### config.mk
export PLATFORM = sky130hd
export DESIGN_NAME = stbs_ctrl
export DESIGN_NICKNAME = d
export VERILOG_FILES = /design/src/rtl/stbs_pkg.sv /design/src/rtl/stbs_ctrl.sv
export SDC_FILE = /design/constraint.sdc
export NUM_CORES = 1
export LEC_CHECK = 0
export BUFFER_PORTS_ARGS = -buffer_cell sky130_fd_sc_hd__buf_2
export CORE_AREA = 4 4 41 43
export CTS_BUF_LIST = sky130_fd_sc_hd__clkbuf_16
export DETAILED_ROUTE_END_ITERATION = 7
export DIE_AREA = 0 0 45 47
export PLACE_DENSITY = 0.32
export SYNTH_ARGS = -nofsm -noshare
export SYNTH_HDL_FRONTEND = slang
export SYNTH_SLANG_ARGS = --single-unit
export TNS_END_PERCENT = 1
### constraint.sdc
create_clock -name clk -period 1.2 [get_ports clk]
set_clock_uncertainty 0.1 [all_clocks]
set_input_delay 0.18 -clock clk [delete_from_list [all_inputs] [get_ports clk]]
set_output_delay 0.18 -clock clk [all_outputs]
set_load 0.05 [all_outputs]
### src/rtl/stbs_pkg.sv
package stbs_pkg;

  // item field widths
  localparam int MODE_W  = 3;
  localparam int INDEX_W = 10;
  localparam int KEY_W   = 32;
  localparam int COUNT_W = 11;
  localparam int POS_W   = 10;

  // operation codes
  localparam logic OP_LOAD   = 1'b0;
  localparam logic OP_SEARCH = 1'b1;

  // search modes
  localparam logic [MODE_W-1:0] MODE_ANY_EQ   = 3'd0;
  localparam logic [MODE_W-1:0] MODE_FIRST_EQ = 3'd1;
  localparam logic [MODE_W-1:0] MODE_LAST_EQ  = 3'd2;
  localparam logic [MODE_W-1:0] MODE_FIRST_GE = 3'd3;
  localparam logic [MODE_W-1:0] MODE_LAST_LE  = 3'd4;

  // controller to datapath
  typedef struct packed {
    logic load;
    logic start;
    logic step;
    logic latch;
    logic cfg_wr;
  } cmd_t;

  // datapath to controller
  typedef struct packed {
    logic done;
  } status_t;

endpackage

### src/rtl/stbs_ctrl.sv
module stbs_ctrl (
  input  logic             clk,
  input  logic             rst,
  input  logic             in_valid,
  input  logic             in_op,
  output logic             in_ready,
  output logic             out_valid,
  input  logic             out_ready,
  input  logic             cfg_valid,
  output logic             cfg_ready,
  output stbs_pkg::cmd_t   cmd,
  input  stbs_pkg::status_t st
);
  import stbs_pkg::*;

  localparam logic ST_IDLE = 1'b0;
  localparam logic ST_BUSY = 1'b1;

  logic state;
  logic state_next;
  logic out_valid_next;
  logic accept;
  logic out_free;

  // handshakes and commands
  always_comb begin
    in_ready   = (state == ST_IDLE);
    cfg_ready  = 1'b1;
    accept     = in_valid & in_ready;
    out_free   = ~out_valid | out_ready;
    cmd.load   = accept & (in_op == OP_LOAD);
    cmd.start  = accept & (in_op == OP_SEARCH);
    cmd.step   = (state == ST_BUSY) & ~st.done;
    cmd.latch  = (state == ST_BUSY) & st.done & out_free;
    cmd.cfg_wr = cfg_valid;
  end

  // next state
  always_comb begin
    state_next = state;
    case (state)
      ST_IDLE: begin
        if (cmd.start) begin
          state_next = ST_BUSY;
        end
      end
      ST_BUSY: begin
        if (cmd.latch) begin
          state_next = ST_IDLE;
        end
      end
      default: state_next = ST_IDLE;
    endcase
  end

  // output slot
  always_comb begin
    if (cmd.latch) begin
      out_valid_next = 1'b1;
    end else begin
      out_valid_next = out_valid & ~out_ready;
    end
  end

  always_ff @(posedge clk) begin
    if (rst) begin
      state     <= ST_IDLE;
      out_valid <= 1'b0;
    end else begin
      state     <= state_next;
      out_valid <= out_valid_next;
    end
  end

endmodule

==> results.md <==
- H-tree Lvls: 1
- Root buffer cell: clkbuf_16
- Status: finished with violations
- Critical Path End: cmd[4]
- Detailed-route via count: 150
- Clock Sink Count: 2
- # fillers: 149
- Worst Setup Start Kind: flop
- Core area: 1300 sq um
- Total wire length: 377 um
- Die ar.: 2120 sq um
- Crit path launch: state
- Initial core utilization: 0.0962
- 1st-iter DRT viols: 3
- Power per cell area: 2070 nW/um^2
- TritonCTS Buffers: 3
- Clk buf depth: 2
- CTS Hold Bufs: 0
- Leakage power: 0.148 nW
- Setup violations, final: 1
- Clk_lat worst skew: 0.22 ns
- GRT Total Usage: 0.0426
- Clock tree from TritonCTS: yes
- Routed len/inst: 8.38 um
- Crit Path Class: reg -> out
- Final Hold Viols: 0
- Nets@finish: 39
- Die W: 45 um
- Failing checks: negative setup slack
- RePlAce Congestion: 0.640
- Grt ovf: 0
- CP Capture Type: output port
- DRT Pass-1 Iters: 4
- CP max stage delay: 0.35 ns
- Wire length of the first global-routing pass: 524 um
- PortBufs: 11
- Ant diodes: 0
- RSZ-0062 raised after global routing: true
- Final setup margin: -0.0215 ns
- Cell variety after synth: 12
- Cell depth of the worst hold path: 2
- Slew Viols, Final: 0
- Yosys warning count: 0
- # DRC: 0
- Num ports: 15
- Mapped Cells: 17
- Data arrival, critical path: 0.94 ns
- Max-capacitance violation count: 0
- Site Rows: 13
- Share of cells above drive strength 1: 0.833
- Largest net degree at the start of global routing: 6
- R2R cell count: 4
- Vias per cell: 3.33
- Fin crit period: 1.22 ns
- Avg Cell Area, Syn: 7.36 sq um
- R2R Path Start: out_valid
- Layout Utilization: 0.248
- Synthesis-to-finish area growth: 158%
- Setup TNS: -0.0215 ns
- Crit. path cell count: 2
- Antenna viol nets, final: 0
- Worst EP required: 0.92 ns
- VDD IR max: 0.986 mV
- Vias in the first global route: 122
- Clk pin slew, worst setup/hold paths: 0.03 ns
- Worst hold path type: in -> reg
- Tcrit/Tclk final: 1.02
- CP delay by family, top: flip-flops
- R2r setup slk: 0.23 ns
- Highest-delay cell along the critical path: dfxtp_4
- Cell area after synthesis: 125 sq um
- Max Fclk: 819 MHz
- Reg2reg end: state
- Worst-path cell chain: nor3b_2 > buf_6
- Yosys reg bits: 2
- DP Wirelength: 315 um
- CP Buf/Inv Count: 1
- Initial antenna violation count: 0
- Synth Net Count: 24
- Total power draw: 0.667 mW
- Post-synthesis sequential area ratio: 0.320
- Chip height: 47 um
- Worst-path maximum fanout: 5
## kinds of logic (layout without fill, tap and decap cells)
family	after synthesis	after routing	synth area share
flops	2	2	0.320
simple gates	7	7	0.350
other cells	1	1	0.0300
buf+inv	4	17	0.180
compound gates	3	3	0.120
## Yosys cell counts
cell	number	area share
dfxtp_1	2	0.32
nor2_1	3	0.090
a21oi_1	2	0.080
nor2b_4	1	0.11
nand3_1	1	0.040
inv_1	1	0.030
inv_2	1	0.030
o21ai_1	1	0.040
conb_1	1	0.030
nor3b_1	1	0.060
nand2_2	1	0.050
buf_4	2	0.12
## timing repair
action                                  CTS  global route
pin swaps                                 1             0
buffers inserted                          1             0
endpoints found under the setup margin    5             5
gates resized for setup                  10             5
## state kept, by name, summed over array words and instances, names as in the netlist
name       cells
out_valid      1
state          1
## area by class of cell
type | instances | area [sq um] | area share
timing repair buffer | 12 | 91.3 | 0.283
tap | 15 | 18.8 | 0.0581
multi-input combinational | 11 | 82.6 | 0.256
inverter | 2 | 10.0 | 0.0310
clock buffer | 3 | 75.1 | 0.233
sequential | 2 | 45.0 | 0.140
## placed cells by master, fill, tap and decap left out
| cell type | n |
|---|---|
| buf_2 | 7 |
| clkbuf_16 | 3 |
| buf_6 | 3 |
| a21oi_1 | 2 |
| inv_4 | 1 |
| nor2_2 | 1 |
| nor2b_4 | 1 |
| nand2_2 | 1 |
| nor2_4 | 1 |
| nor3b_2 | 1 |
| nand3_2 | 1 |
| inv_2 | 1 |
| o21ai_1 | 1 |
| nor2_1 | 1 |
| conb_1 | 1 |
| dfxtp_2 | 1 |
| buf_8 | 1 |
| buf_4 | 1 |
| dfxtp_4 | 1 |
## routing by layer
metal  GRT usage  up-vias  share of wire
met1      0.0499       61           0.45
met5           0        -              0
met3      0.0575        0           0.21
li1            -       76              -
met4      0.0175        0              0
met2      0.0395       13           0.33
## worst min-delay path by stage
stage / from / end / slack [ns]
global route: rst / state / 0.03
finish: rst / state / 0.03
detailed placement: cfg_valid / cmd[0] / 0.26
CTS: rst / state / 0.03
global placement: rst / state / 0.26
floorplan: rst / state / 0.15
## through the flow
step,hold slack (ns),setup slack [ns],area (sq um),cells
floorplan,0.149,-0.110,140,17
global placement,0.258,0.0935,199,41
detailed placement,0.261,0.0761,199,41
CTS,0.0298,-0.0164,313,45
global route,0.0267,-0.0340,323,45
finish,0.0271,-0.0215,323,45
## power by group
group / leakage [nW] / internal (mW) / switching (mW)
clock: 0.0370 / 0.423 / 0.0660
combinational: 0.0931 / 0.0341 / 0.0676
sequential: 0.0175 / 0.0708 / 0.00551
total: 0.148 / 0.528 / 0.139
Note: power is estimated with default switching activity, not from simulation.
